--- src/fslbc_pkg.sv ---
// Package for the framed serial LED blink control block.
// Byte codes, staged command types, register indexes and reset values.
// No dependencies.
package fslbc_pkg;

  localparam int unsigned NumCh         = 3;
  localparam int unsigned BufferCharsDef = 32;
  localparam int unsigned RegW          = 8;
  localparam int unsigned CfgIdxW       = 2;

  localparam logic [7:0] MarkByte  = 8'h2A;  // '*'
  localparam logic [7:0] CharOne   = 8'h31;  // '1'
  localparam logic [7:0] CharTwo   = 8'h32;  // '2'
  localparam logic [7:0] CharThree = 8'h33;  // '3'
  localparam logic [7:0] CharFour  = 8'h34;  // '4'

  localparam logic [RegW-1:0] SlowReloadRst = 8'd50;
  localparam logic [RegW-1:0] MidReloadRst  = 8'd100;
  localparam logic [RegW-1:0] FastReloadRst = 8'd150;

  // Register indexes on the config port
  typedef enum logic [CfgIdxW-1:0] {
    CFG_SLOW = 2'd0,
    CFG_MID  = 2'd1,
    CFG_FAST = 2'd2
  } cfg_idx_e;

  // Channel selected by a '1'..'3' byte, waiting for its code
  typedef enum logic [1:0] {
    CH_NONE = 2'd0,
    CH_A    = 2'd1,
    CH_B    = 2'd2,
    CH_C    = 2'd3
  } pend_ch_e;

  typedef enum logic [1:0] {
    LVL_NONE = 2'd0,
    LVL_LOW  = 2'd1,
    LVL_HIGH = 2'd2
  } lvl_e;

  typedef enum logic [2:0] {
    RATE_NONE = 3'd0,
    RATE_SLOW = 3'd1,
    RATE_MID  = 3'd2,
    RATE_FAST = 3'd3,
    RATE_STOP = 3'd4
  } rate_e;

  typedef struct packed {
    lvl_e  lvl;
    rate_e rate;
  } stage_t;

  // Effect of one channel code on what is staged for that channel.
  function automatic stage_t stage_code(stage_t cur, logic [7:0] code);
    stage_t nxt;
    nxt = cur;
    case (code)
      CharOne:   nxt.rate = RATE_SLOW;
      CharTwo:   nxt.rate = RATE_MID;
      CharThree: nxt.rate = RATE_FAST;
      CharFour: begin
        nxt.lvl  = LVL_HIGH;
        nxt.rate = RATE_STOP;
      end
      default: begin
        nxt.lvl  = LVL_LOW;
        nxt.rate = RATE_STOP;
      end
    endcase
    return nxt;
  endfunction

endpackage

--- src/framed_serial_led_blink_control.sv ---
// Framed serial LED blink control: frame parser, staged commands, blink timers.
// Depends on fslbc_pkg.
//
//   channel | direction | handshake            | payload
//   --------+-----------+----------------------+---------------------------------
//   input   | in        | in_valid_i/in_stall_o | func_i, rx_byte_i
//   result  | out       | out_valid_o/out_stall_i | led_a_o, led_b_o, led_c_o, in_frame_o
//   config  | in        | cfg_we_i             | cfg_idx_i, cfg_data_i
//
// One item per cycle while the result is not stalled. Each accepted item updates the parser
// and timer state in the same edge and loads the result register; its result shows in the
// next cycle. The result register is the only stage, so a new item is taken
// whenever the result is empty or being taken in the same cycle.
// Reset clears all state but the result payload; the reload registers come up at 50/100/150.
// A stalled result holds and back-pressures the input through in_stall_o.
module framed_serial_led_blink_control #(
  parameter int unsigned BUFFER_CHARS = fslbc_pkg::BufferCharsDef
) (
  input  logic                          clk_i,
  input  logic                          rst_ni,
  // config write port
  input  logic                          cfg_we_i,
  input  logic [fslbc_pkg::CfgIdxW-1:0] cfg_idx_i,
  input  logic [fslbc_pkg::RegW-1:0]    cfg_data_i,
  // input items
  input  logic                          in_valid_i,
  output logic                          in_stall_o,
  input  logic                          func_i,
  input  logic [7:0]                    rx_byte_i,
  // result items
  output logic                          out_valid_o,
  input  logic                          out_stall_i,
  output logic                          led_a_o,
  output logic                          led_b_o,
  output logic                          led_c_o,
  output logic                          in_frame_o
);
  import fslbc_pkg::*;

  localparam int unsigned CharW = $clog2(BUFFER_CHARS + 1);

  // reload registers
  logic [RegW-1:0] slow_q, mid_q, fast_q;

  // frame parser state
  logic             frame_q, frame_d;
  logic [CharW-1:0] chars_q, chars_d;
  pend_ch_e         pend_q, pend_d;
  stage_t           stage_q [NumCh];
  stage_t           stage_d [NumCh];

  // per-channel timers and LEDs
  logic [RegW-1:0] reload_q [NumCh];
  logic [RegW-1:0] reload_d [NumCh];
  logic [RegW-1:0] cnt_q    [NumCh];
  logic [RegW-1:0] cnt_d    [NumCh];
  logic [NumCh-1:0] led_q, led_d;

  // result register
  logic             out_valid_q;
  logic [NumCh-1:0] out_led_q;
  logic             out_frame_q;

  logic in_acc;

  assign in_stall_o = out_valid_q & out_stall_i;
  assign in_acc     = in_valid_i & ~in_stall_o;

  always_comb begin
    stage_t          fin [NumCh];
    logic [1:0]      pidx;
    logic [RegW-1:0] dec;

    frame_d = frame_q;
    chars_d = chars_q;
    pend_d  = pend_q;
    led_d   = led_q;
    pidx    = 2'(pend_q) - 2'd1;
    dec     = '0;
    for (int k = 0; k < NumCh; k++) begin
      stage_d[k]  = stage_q[k];
      reload_d[k] = reload_q[k];
      cnt_d[k]    = cnt_q[k];
      fin[k]      = stage_q[k];
    end

    if (in_acc) begin
      if (func_i) begin
        // timer tick: decrement running counters, toggle and reload at 1
        for (int k = 0; k < NumCh; k++) begin
          if (cnt_q[k] != '0) begin
            dec = cnt_q[k] - 1'b1;
            if (dec == RegW'(1)) begin
              led_d[k] = ~led_q[k];
              cnt_d[k] = reload_q[k];
            end else begin
              cnt_d[k] = dec;
            end
          end
        end
      end else if (!frame_q) begin
        if (rx_byte_i == MarkByte) frame_d = 1'b1;
      end else if (rx_byte_i == MarkByte) begin
        // closing mark: a channel still waiting for its code goes low
        if (pend_q != CH_NONE) begin
          fin[pidx].lvl  = LVL_LOW;
          fin[pidx].rate = RATE_STOP;
        end
        for (int k = 0; k < NumCh; k++) begin
          case (fin[k].lvl)
            LVL_HIGH: led_d[k] = 1'b1;
            LVL_LOW:  led_d[k] = 1'b0;
            default:  led_d[k] = led_q[k];
          endcase
          case (fin[k].rate)
            RATE_SLOW: begin
              reload_d[k] = slow_q;
              cnt_d[k]    = slow_q;
            end
            RATE_MID: begin
              reload_d[k] = mid_q;
              cnt_d[k]    = mid_q;
            end
            RATE_FAST: begin
              reload_d[k] = fast_q;
              cnt_d[k]    = fast_q;
            end
            RATE_STOP: begin
              reload_d[k] = '0;
              cnt_d[k]    = '0;
            end
            default: ;
          endcase
          stage_d[k] = '{lvl: LVL_NONE, rate: RATE_NONE};
        end
        chars_d = '0;
        pend_d  = CH_NONE;
        frame_d = 1'b0;
      end else if (chars_q < CharW'(BUFFER_CHARS)) begin
        // bytes past the buffer are dropped
        chars_d = chars_q + 1'b1;
        if (pend_q != CH_NONE) begin
          stage_d[pidx] = stage_code(stage_q[pidx], rx_byte_i);
          pend_d        = CH_NONE;
        end else begin
          case (rx_byte_i)
            CharOne:   pend_d = CH_A;
            CharTwo:   pend_d = CH_B;
            CharThree: pend_d = CH_C;
            default:   pend_d = CH_NONE;
          endcase
        end
      end
    end
  end

  // config registers
  always_ff @(posedge clk_i or negedge rst_ni) begin
    if (!rst_ni) begin
      slow_q <= SlowReloadRst;
      mid_q  <= MidReloadRst;
      fast_q <= FastReloadRst;
    end else if (cfg_we_i) begin
      case (cfg_idx_i)
        CFG_SLOW: slow_q <= cfg_data_i;
        CFG_MID:  mid_q  <= cfg_data_i;
        CFG_FAST: fast_q <= cfg_data_i;
        default:  ;
      endcase
    end
  end

  // block state
  always_ff @(posedge clk_i or negedge rst_ni) begin
    if (!rst_ni) begin
      frame_q <= 1'b0;
      chars_q <= '0;
      pend_q  <= CH_NONE;
      led_q   <= '0;
      for (int k = 0; k < NumCh; k++) begin
        stage_q[k]  <= '{lvl: LVL_NONE, rate: RATE_NONE};
        reload_q[k] <= '0;
        cnt_q[k]    <= '0;
      end
    end else begin
      frame_q <= frame_d;
      chars_q <= chars_d;
      pend_q  <= pend_d;
      led_q   <= led_d;
      for (int k = 0; k < NumCh; k++) begin
        stage_q[k]  <= stage_d[k];
        reload_q[k] <= reload_d[k];
        cnt_q[k]    <= cnt_d[k];
      end
    end
  end

  // result register
  always_ff @(posedge clk_i or negedge rst_ni) begin
    if (!rst_ni) begin
      out_valid_q <= 1'b0;
    end else if (in_acc) begin
      out_valid_q <= 1'b1;
    end else if (!out_stall_i) begin
      out_valid_q <= 1'b0;
    end
  end

  always_ff @(posedge clk_i) begin
    if (in_acc) begin
      out_led_q   <= led_d;
      out_frame_q <= frame_d;
    end
  end

  assign out_valid_o = out_valid_q;
  assign led_a_o     = out_led_q[0];
  assign led_b_o     = out_led_q[1];
  assign led_c_o     = out_led_q[2];
  assign in_frame_o  = out_frame_q;

  // every accepted item leaves a result behind
  a_acc_result: assert property (@(posedge clk_i) disable iff (!rst_ni)
    in_acc |=> out_valid_q)
    else $error("accepted item produced no result");

  // an opening mark opens the frame and the result reports it
  a_open_frame: assert property (@(posedge clk_i) disable iff (!rst_ni)
    (in_acc && !func_i && !frame_q && rx_byte_i == MarkByte) |=> (frame_q && in_frame_o))
    else $error("opening mark did not open frame");

  // no parse state survives outside a frame
  a_idle_clean: assert property (@(posedge clk_i) disable iff (!rst_ni)
    !frame_q |-> (chars_q == '0 && pend_q == CH_NONE))
    else $error("parse state left outside frame");

  // a running counter always has a reload to come back to
  a_cnt_reload: assert property (@(posedge clk_i) disable iff (!rst_ni)
    (cnt_q[0] == '0 || reload_q[0] != '0) && (cnt_q[1] == '0 || reload_q[1] != '0) &&
    (cnt_q[2] == '0 || reload_q[2] != '0))
    else $error("counter running with zero reload");

endmodule

--- config.mk ---
export PLATFORM = sky130hd
export DESIGN_NAME = framed_serial_led_blink_control
export DESIGN_NICKNAME = d
export VERILOG_FILES = /design/src/fslbc_pkg.sv /design/src/framed_serial_led_blink_control.sv
export SDC_FILE = /design/constraint.sdc
export NUM_CORES = 1
export LEC_CHECK = 0
export BUFFER_PORTS_ARGS = -buffer_cell sky130_fd_sc_hd__buf_2
export CAP_MARGIN = 20
export CORE_AREA = 2 2 99 101
export DETAILED_ROUTE_END_ITERATION = 10
export DIE_AREA = 0 0 101 103
export PLACE_DENSITY = 0.83
export SETUP_SLACK_MARGIN = 0.15
export SLEW_MARGIN = 20
export SYNTH_ARGS = -nofsm -noshare
export SYNTH_HDL_FRONTEND = slang
export SYNTH_SLANG_ARGS = --single-unit
--- constraint.sdc ---
create_clock -name clk_i -period 6.5 [get_ports clk_i]
set_clock_uncertainty 0.15 [all_clocks]
set_input_delay 0.975 -clock clk_i [delete_from_list [all_inputs] [get_ports clk_i]]
set_output_delay 0.975 -clock clk_i [all_outputs]
set_load 0.05 [all_outputs]
==> results of run 1 <==
[sequential cells by signal (all words and copies together) (netlist names)]
register / flops
cnt_q: 24
reload_q: 24
stage_q: 15
fast_q: 8
mid_q: 8
slow_q: 8
chars_q: 6
led_q: 3
out_led_q: 3
pend_q: 2
frame_q: 1
in_frame_o: 1
out_valid_o: 1
[metrics by stage]
stage	util (%)	instance area [um^2]	hold slack, ns
after global placement	65.4	6190	0.311
after detailed placement	65.4	6190	0.332
after floorplan	-	5960	0.292
after CTS	67.4	6370	0.356
final	67.4	6370	0.356
after global routing	67.4	6370	0.379
[power groups by stage]
stage / clock [W] / sequential (W) / combinational, W
6_report: 0.000391 / 0.000857 / 0.000354
3_3_place_gp: 0 / 0.000859 / 0.000331
3_5_place_dp: 0 / 0.000865 / 0.000348
2_1_floorplan: 0 / 0.000829 / 0.000269
5_1_grt: 0.000424 / 0.000867 / 0.000388
4_1_cts: 0.000397 / 0.000853 / 0.000351
[kinds of logic (layout without fill, tap and decap cells)]
kind of cell / Yosys count / count (layout) / share of synthesized area (%)
adder cells (fa/ha/maj): 17 / 17 / 3.57
buffers and inverters: 48 / 75 / 3.38
AO/OA/AOI/OAI: 159 / 159 / 18.9
multiplexers: 31 / 31 / 5.79
XOR/XNOR: 13 / 13 / 2.04
flip-flops: 104 / 104 / 44.2
AND/OR/NAND/NOR: 242 / 242 / 22.1
[worst min path at each step]
stage,end,slack (ns),startpoint
3_3_place_gp,reload_q[23],0.31,reload_q[23]
3_5_place_dp,reload_q[10],0.33,reload_q[10]
6_report,reload_q[3],0.36,reload_q[3]
2_1_floorplan,reload_q[23],0.29,reload_q[23]
5_1_grt,reload_q[2],0.38,reload_q[2]
4_1_cts,reload_q[10],0.36,reload_q[10]
[cell usage in the layout, fill, tap and decap left out, types with 6 or more instances in the layout]
master,count
dfrtp_1,90
nand2_1,69
nor2_1,50
o21ai_0,38
buf_2,28
a21oi_1,25
mux2_2,24
inv_1,23
nor2b_1,19
ha_1,17
nor3_1,16
a222oi_1,15
nor3b_1,12
nand3_1,12
or3_1,11
a31oi_1,10
clkbuf_8,10
dfstp_2,10
o21a_1,8
a22oi_1,7
a32o_1,7
xnor2_1,7
buf_4,7
mux2i_1,6
nand3b_1,6
o31ai_1,6
[cell type report]
cell class              count  area, um^2
fillers                   757        3090
multi-input cells         462        3130
flip-flops and latches    104        2640
clock buffers              10         138
clock inverters             6        48.8
inverters                  24        90.1
well taps                 114         143
repair buffers             35         193
[metal layers]
metal	vias to the layer above	share of wire [%]	GRT usage [%]
li1	2317	-	-
met4	0	3.1	13.1
met3	35	7.5	5.15
met1	2406	43	40.2
met2	262	47	46.9
met5	-	0	0
==> flow_summary.yaml, run 1 <==
power:
  power.share.clock_pct: 24.4
  power_switching_w: 0.000550
  power.leakage_nw: 2.63
  pwr-share-seq_pct: 53.5
  comb_power_share_pct: 22.1
  internal-power_w: 0.00105
  vdd_drop_max_mv: 0.180
  total_power_w: 0.00160
  p_per_area_nw_per_um2: 251
  swShare_pct: 34.3
global_route:
  grt_pass1_wl_mm: 23.8
  grt_overflow_total: 0
  grt_pass1_vias: 4838
  antenna_found_initial: 0
  gr-usage-all-layers_pct: 29.5
  grt_max_degree: 53
sta:
  slew_viol_final: 0
  worst_pin_slew_ns: 1.04
  tns_ns: 0
  fin_crit_sh_pct: 49.1
  setup_ws_ns: 3.31
  rsz0062_at_grt: "false"
  period_needed_ns: 3.19
  slew_headroom_pct: 30.4
  final-setup-viol-count: 0
  finalHoldViolations: 0
  fmax_mhz: 313
placement:
  dp_slack_ns: 2.96
  place_hpwl_mm: 10.7
  portBuffers: 29
  gp_congestion: 0.922
  dp_cells: 739
die:
  die-area_um2: 10400
  row_count: 36
  start_util_pct: 63.0
  core_um2: 9460
  die_h_um: 103
  io-pin-count: 30
  die_w_um: 101
worst_hold_path:
  min_path_cells: 1
  hp-class: "register to register"
routing:
  dr.pass1.iters: 5
  wirelength_mm: 14.6
  first_iter_violations: 382
  final_antenna_net_count: 0
  drc: 0
  vias: 5020
  vias_per_cell: 6.65
  wire_per_inst_um: 19.3
flow_run:
  max-cap-violations: 0
cts:
  numCtsBuffers: 9
  htreeDepth: 3
  clock_latency_ns: 0.38
  clkTransAtPathRegs_ns: 0.10
  clk_path_buf_depth: 2
  cts_tree: "yes"
  ctsHoldBuffers: 0
  clockRootBuffer: "clkbuf_8"
  cts-resized-gates: 0
  postCtsSetupBuffers: 0
  cts.sinks: 104
critical_path:
  path_buf_inv: 2
  crit_type: "input port to register"
  crit_chain: "buf_2 > nor3b_2 > nand4_1 > nor3_1 > buf_4 > nand3_1 > o21ai_0 > a31oi_1"
  worst_setup_path_start_kind: "input port"
  slowest_delay_ns: 0.81
  rrSetupSlack_ns: 3.31
  timing.rr.end: "out_led_q[0]"
  arrival_ns: 3.27
  slowest_stage: "nor3_1"
  critical_path_required_ns: 6.58
  cp-end-kind: "register"
  cp_num_cells: 8
  r2r-start: "pend_q[0]"
  path_max_fanout: 13
  worstSetupEndpoint: "cnt_q[15]"
  crit_family: "simple AND/OR/NAND/NOR gates"
  r2r_cells: 9
  startpoint: "rx_byte_i[7]"
logic_synthesis:
  ys_ff_latch: 104
  synth_edf_count: 4
  netlist_area_um2: 5960
  synth_common_cells: "dfrtp_1 (90), nand2_1 (69), nor2_1 (50)"
  netlist-cell-type-count: 77
  synth.most_common_cell: "dfrtp_1"
  yosysTopAreaCell: "dfrtp_1"
  synth.avg_cell_area_um2: 9.71
  netlist.area_leader.share_pct: 37.8
  synth_nets: 655
  async_reset_ff_share_pct: 96.2
  synth_area_leaders: "dfrtp_1 (38%), mux2_2 (4.5%), dfstp_2 (4.4%), nand2_1 (4.3%), ha_1 (3.6%)"
  synth_flop_cell: "dfrtp_1"
  seq_area_frac_synth_pct: 44.2
  yosysWarnings: 0
  synth_cells: 614
final_layout:
  drive_gt1_share_pct: 16.2
  stdcell_count: 755
  antenna_cells: 0
  fin_nets: 677
  area_growth_pct: 6.88
outcome:
  status: "finished, final reports clean"
Power figures use the tool's default switching activity.
==> run 2: changes to the inputs <==
--- a/config.mk
+++ b/config.mk
@@ -5,12 +5,13 @@
 export SDC_FILE = /design/constraint.sdc
 export NUM_CORES = 1
 export LEC_CHECK = 0
+export ABC_AREA = 1
 export BUFFER_PORTS_ARGS = -buffer_cell sky130_fd_sc_hd__buf_2
 export CAP_MARGIN = 20
-export CORE_AREA = 2 2 99 101
+export CORE_AREA = 2 2 109 111
 export DETAILED_ROUTE_END_ITERATION = 10
-export DIE_AREA = 0 0 101 103
-export PLACE_DENSITY = 0.83
+export DIE_AREA = 0 0 111 113
+export PLACE_DENSITY = 0.75
 export SETUP_SLACK_MARGIN = 0.15
 export SLEW_MARGIN = 20
 export SYNTH_ARGS = -nofsm -noshare
==> constraint.sdc (replaced) <==
create_clock -name clk_i -period 2.7 [get_ports clk_i]
set_clock_uncertainty 0.15 [all_clocks]
set_input_delay 0.405 -clock clk_i [delete_from_list [all_inputs] [get_ports clk_i]]
set_output_delay 0.405 -clock clk_i [all_outputs]
set_load 0.05 [all_outputs]
==> run 2 against run 1 <==
Against the previous run: worst hold slack got worse by 0.24 ns; die area grew 21%; core utilization decreased by 6.7 points; register-to-register slack worse by 2.9 ns; via count up 12%; sequential power up 130%; final area up 7.4%; first-iteration DRC count down 14%; area after synthesis rose by 4.2%; worst setup slack got worse by 2.9 ns; final cell count increased by 38%; critical path type is now register to register.
==> flow_summary.yaml, run 2 <==
outcome:
  status: "finished, final reports clean"
final_layout:
  design_area_um2: 6840
  layout_commonest_cell: "nand2_1"
  fin_nets: 932
  reg.largest.list: "cnt_q: 24 flops, reload_q: 24 flops, stage_q: 15 flops"
  area_growth_pct: 10.1
  stdcell_count: 1039
  drive_gt1_share_pct: 10.5
  antenna_cells: 0
  final_cell_mix: "nand2_1 (197), inv_1 (136), nor2_1 (118)"
die:
  die-area_um2: 12500
  start_util_pct: 55.1
  io-pin-count: 30
  die_w_um: 111
  core_um2: 11300
  row_count: 39
  die_h_um: 113
logic_synthesis:
  ys_ff_latch: 104
  synth_area_leaders: "dfrtp_1 (36%), nand2_1 (12%), inv_1 (8.2%), nor2_1 (7.2%), o21ai_0 (6.0%)"
  yosysTopAreaCell: "dfrtp_1"
  synth_nets: 899
  seq_area_frac_synth_pct: 42.4
  synth.avg_cell_area_um2: 7.24
  synth_cells: 858
  synth_common_cells: "nand2_1 (198), inv_1 (136), nor2_1 (120)"
  synth.most_common_cell: "nand2_1"
  synth_flop_cell: "dfrtp_1"
  netlist-cell-type-count: 43
  yosysWarnings: 0
  netlist_area_um2: 6220
  synth_edf_count: 4
  netlist.area_leader.share_pct: 36.2
  async_reset_ff_share_pct: 96.2
routing:
  vias: 5636
  wirelength_mm: 15.0
  dr.pass1.iters: 6
  final_antenna_net_count: 0
  vias_per_cell: 5.42
  drc: 0
  first_iter_violations: 329
  wire_per_inst_um: 14.5
placement:
  place_hpwl_mm: 10.9
  dp_cells: 1022
  gp_congestion: 0.856
  portBuffers: 29
  postPlaceCellArea_um2: 6520
critical_path:
  startpoint: "pend_q[0]"
  crit_type: "register to register"
  r2r-start: "pend_q[0]"
  path_max_fanout: 15
  arrival_ns: 2.42
  worst_setup_path_start_kind: "register"
  critical_path_required_ns: 2.78
  cp-end-kind: "register"
worst_hold_path:
  hp-class: "input port to register"
  hold_start: "in_valid_i"
global_route:
  gr-usage-all-layers_pct: 25.2
  grt_overflow_total: 0
  antenna_found_initial: 0
  grt_pass1_wl_mm: 25.8
  grt_max_degree: 101
  grt_pass1_vias: 5313
sta:
  tns_ns: 0
  final-setup-viol-count: 0
  slew_viol_final: 0
  hold_ws_ns: 0.114
  fmax_mhz: 428
  finalHoldViolations: 0
  slew_headroom_pct: 64.8
  rsz0062_at_grt: "false"
  period_needed_ns: 2.34
  worst_pin_slew_ns: 0.527
  fin_crit_sh_pct: 86.5
cts:
  postCtsSetupBuffers: 0
  clock_latency_ns: 0.35
  cts.sinks: 104
  numCtsBuffers: 9
  clk_path_buf_depth: 2
  cts_tree: "yes"
  clkTransAtPathRegs_ns: 0.06
  clockRootBuffer: "clkbuf_16"
  htreeDepth: 3
power:
  total_power_w: 0.00456
  power.leakage_nw: 3.42
  p_per_area_nw_per_um2: 667
  vdd_drop_max_mv: 0.391
flow_run:
  max-cap-violations: 0
## run 2: cell count changes after synthesis, moves of 13 or more
cell      change
nor2b_1      -19
mux2_2       -22
nand2_1     +129
nand3_1      +52
a222oi_1     -15
o211ai_1     +13
nor2_1       +70
o21ai_0      +36
inv_1       +113
o22ai_1      +24
## run 2: worst paths after layout
kind | endpoint | slack (ns) | depth (start not counted)
max | reload_q[16] | 0.36 | 10
min | out_valid_o | 0.11 | 3
max reg2reg | reload_q[16] | 0.36 | 10
min reg2reg | cnt_q[0] | 0.33 | 2
max in group asynchronous | cnt_q[0] | 1.50 | 3
min in group asynchronous | pend_q[1] | 0.52 | 3
## run 2: report_power, final
| part | leakage, nW | internal [W] | switching, W | total (W) |
|---|---|---|---|---|
| registers | 1.22 | 0.00179 | 0.000188 | 0.00198 |
| logic | 2.07 | 0.000454 | 0.000906 | 0.00136 |
| clock network | 0.134 | 0.000676 | 0.000549 | 0.00123 |
| total | 3.42 | 0.00292 | 0.00164 | 0.00456 |
## run 2: final cells by class
class                           count  area (um^2)
Clock buffer                       15          268
Tap cell                          143          179
Sequential cell                   104         2640
Timing Repair Buffer               38          230
Multi-Input combinational cell    598         3000
Inverter                          140          529
Fill cell                        1024         4430
Clock inverter                      1         5.00
## run 2: critical path, cell delays in order, from the launching register on
cell,delay [ns]
dfrtp_1,0.46
inv_1,0.13
ha_2,0.23
nor2_2,0.24
nor2_2,0.09
inv_1,0.07
nand2_2,0.12
inv_1,0.12
nand2_1,0.09
nand2_4,0.16
mux2_2,0.35
## run 2: metal layers
layer,vias to the layer above,track usage (%),wire [um]
met5,-,0,0
met4,0,9.00,318
met3,27,3.91,850
met2,197,39.3,6740
met1,2583,36.1,7110
li1,2829,-,-
## run 2: through the flow
stage / utilization (%) / setup WS (ns)
after floorplan: - / 0.295
after global placement: 57.8 / 0.244
after detailed placement: 57.8 / 0.235
after CTS: 60.4 / 0.224
after global routing: 60.7 / 0.168
final: 60.7 / 0.364
## run 2: cell families after synthesis
group,Yosys count,synth area share [%]
adder cells (fa/ha/maj),17,3.42
AND/OR/NAND/NOR,420,28.8
flip-flops,104,42.4
XOR/XNOR,3,0.423
multiplexers,2,0.362
buffers and inverters,156,10.0
AO/OA/AOI/OAI,156,14.6
## run 2: timing repair
action                     4_1_cts  5_1_grt
hold endpoints to repair        16        0
hold buffers                     1        0
resized for setup                0       11
setup endpoints to repair        0       30
==> run 3: changes to the inputs <==
--- a/config.mk
+++ b/config.mk
@@ -11,7 +11,7 @@
 export CORE_AREA = 2 2 109 111
 export DETAILED_ROUTE_END_ITERATION = 10
 export DIE_AREA = 0 0 111 113
-export PLACE_DENSITY = 0.75
+export PLACE_DENSITY = 0.74
 export SETUP_SLACK_MARGIN = 0.15
 export SLEW_MARGIN = 20
 export SYNTH_ARGS = -nofsm -noshare
==> run 3 against run 2 <==
Against the previous run: first-iteration DRC count grew 53%; sequential power is essentially flat; final cell count is essentially flat; worst setup slack gained 0.038 ns; clock power grew 3%; die area is the same; wire length shrank 3.0%; global-route usage shrank 0.55 points; critical path depth grew 3.
==> flow_summary.yaml, run 3 (synthesis results as in run 2) <==
outcome:
  status: "finished, final reports clean"
routing:
  dr.pass1.iters: 5
  wirelength_mm: 14.6
  final_antenna_net_count: 0
  vias_per_cell: 5.29
  first_iter_violations: 505
  drc: 0
  wire_per_inst_um: 14.0
  vias: 5499
sta:
  fmax_mhz: 435
  fin_crit_sh_pct: 85.1
  finalHoldViolations: 0
  worst_pin_slew_ns: 0.507
  slew_viol_final: 0
  rsz0062_at_grt: "false"
  period_needed_ns: 2.30
  slew_headroom_pct: 66.1
  tns_ns: 0
  final-setup-viol-count: 0
cts:
  clockRootBuffer: "clkbuf_16"
  numCtsBuffers: 9
  clock_latency_ns: 0.35
  clkTransAtPathRegs_ns: 0.07
  cts_tree: "yes"
  htreeDepth: 3
  clk_path_buf_depth: 2
  cts.sinks: 104
critical_path:
  slowest_stage: "dfrtp_2"
  arrival_ns: 2.26
  rrSetupSlack_ns: 0.40
  r2r_cells: 13
  cp-end-kind: "register"
  r2r-start: "pend_q[0]"
  cp_num_cells: 13
  critical_path_required_ns: 2.66
  path_buf_inv: 4
  cp_common_cell: "inv_1"
  crit_type: "register to register"
  path_max_fanout: 8
  worst_setup_path_start_kind: "register"
  timing.rr.end: "out_led_q[1]"
  slowest_delay_ns: 0.45
  crit_chain: "inv_1 > ha_2 > inv_1 > nand2_1 > inv_1 > nor2_1 > ha_1 > nor2_1 > nand2_1 > nand3_1 > nand2_1 > inv_1 > a21oi_2"
  crit_family: "simple AND/OR/NAND/NOR gates"
final_layout:
  drive_gt1_share_pct: 10.7
  area_growth_pct: 10.0
  final_cell_mix: "nand2_1 (198), inv_1 (136), nor2_1 (120)"
  stdcell_count: 1040
  reg.largest.list: "cnt_q: 24 flops, reload_q: 24 flops, stage_q: 15 flops"
  layout_commonest_cell: "nand2_1"
  antenna_cells: 0
  fin_nets: 933
global_route:
  grt_pass1_vias: 5233
  gr-usage-all-layers_pct: 24.6
  grt_overflow_total: 0
  grt_pass1_wl_mm: 25.2
  antenna_found_initial: 0
  grt_max_degree: 48
die:
  core_um2: 11300
  die_w_um: 111
  io-pin-count: 30
  row_count: 39
  die_h_um: 113
  start_util_pct: 55.1
  die-area_um2: 12500
placement:
  dp_cells: 1023
  place_hpwl_mm: 11.0
  portBuffers: 29
  gp_congestion: 0.918
worst_hold_path:
  hold-path-endpoint: "out_valid_o"
  hp-class: "input port to register"
  hold_start: "in_valid_i"
  min_path_cells: 3
power:
  internal-power_w: 0.00290
  power.leakage_nw: 3.42
  power_switching_w: 0.00168
  swShare_pct: 36.7
  pwr-share-seq_pct: 43.2
  vdd_drop_max_mv: 0.562
  power.share.clock_pct: 27.7
  p_per_area_nw_per_um2: 671
  comb_power_share_pct: 29.1
flow_run:
  max-cap-violations: 0
run 3: worst register-to-register path: cells and delay by family (launching register included):
| family | cells | cell delay (ns) |
|---|---|---|
| flip-flops | 1 | 0.45 |
| AND/OR/NAND/NOR | 6 | 0.55 |
| AO/OA/AOI/OAI | 1 | 0.06 |
| adder cells (fa/ha/maj) | 2 | 0.50 |
| buffers and inverters | 4 | 0.35 |
run 3: metrics by stage:
stage | setup WS [ns] | cell area, um^2 | power, W | hold WS [ns] | util, %
CTS | 0.330 | 6830 | 0.00459 | 0.0998 | 60.6
global route | 0.175 | 6840 | 0.00492 | 0.139 | 60.7
global placement | 0.354 | 6530 | 0.00331 | 0.259 | 57.9
finish | 0.402 | 6840 | 0.00459 | 0.114 | 60.7
detailed placement | 0.340 | 6530 | 0.00332 | 0.259 | 57.9
floorplan | 0.295 | 6220 | 0.00295 | -0.0406 | -
run 3: metal layers:
metal  vias to the layer above  part of all wire (%)  GRT usage [%]
li1                       2831                     -              -
met1                      2513                    49           35.7
met2                       144                    46           38.7
met3                        11                   4.6           4.93
met4                         0                  0.97           5.42
met5                         -                     0              0
run 3: cell type report:
| cell class | instances | area (um^2) |
|---|---|---|
| Clock buffer | 10 | 239 |
| Tap cell | 143 | 179 |
| Timing Repair Buffer | 39 | 238 |
| Multi-Input combinational cell | 598 | 2970 |
| Inverter | 140 | 527 |
| Sequential cell | 104 | 2640 |
| Fill cell | 999 | 4430 |
| Clock inverter | 6 | 50.0 |
run 3: worst max path at each step:
| stage | start | to |
|---|---|---|
| 2_1_floorplan | out_valid_o | stage_q[14] |
| 3_3_place_gp | cnt_q[0] | out_led_q[2] |
| 3_5_place_dp | cnt_q[0] | out_led_q[2] |
| 4_1_cts | cnt_q[0] | out_led_q[2] |
| 5_1_grt | pend_q[0] | cnt_q[9] |
| 6_report | pend_q[0] | out_led_q[1] |
run 3: power groups by stage:
stage	Combinational, W	Clock (W)	Sequential, W
finish	0.00133	0.00127	0.00198
global route	0.00154	0.00136	0.00201
CTS	0.00132	0.00129	0.00198
detailed placement	0.00131	0	0.00200
global placement	0.00130	0	0.00200
floorplan	0.000978	0	0.00197
run 3: repair_timing:
action / 4_1_cts / 5_1_grt
endpoints found under the setup margin: 0 / 16
setup buffers: 0 / 0
hold endpoints to repair: 32 / 0
hold buffers: 1 / 0
resized for setup: 0 / 4
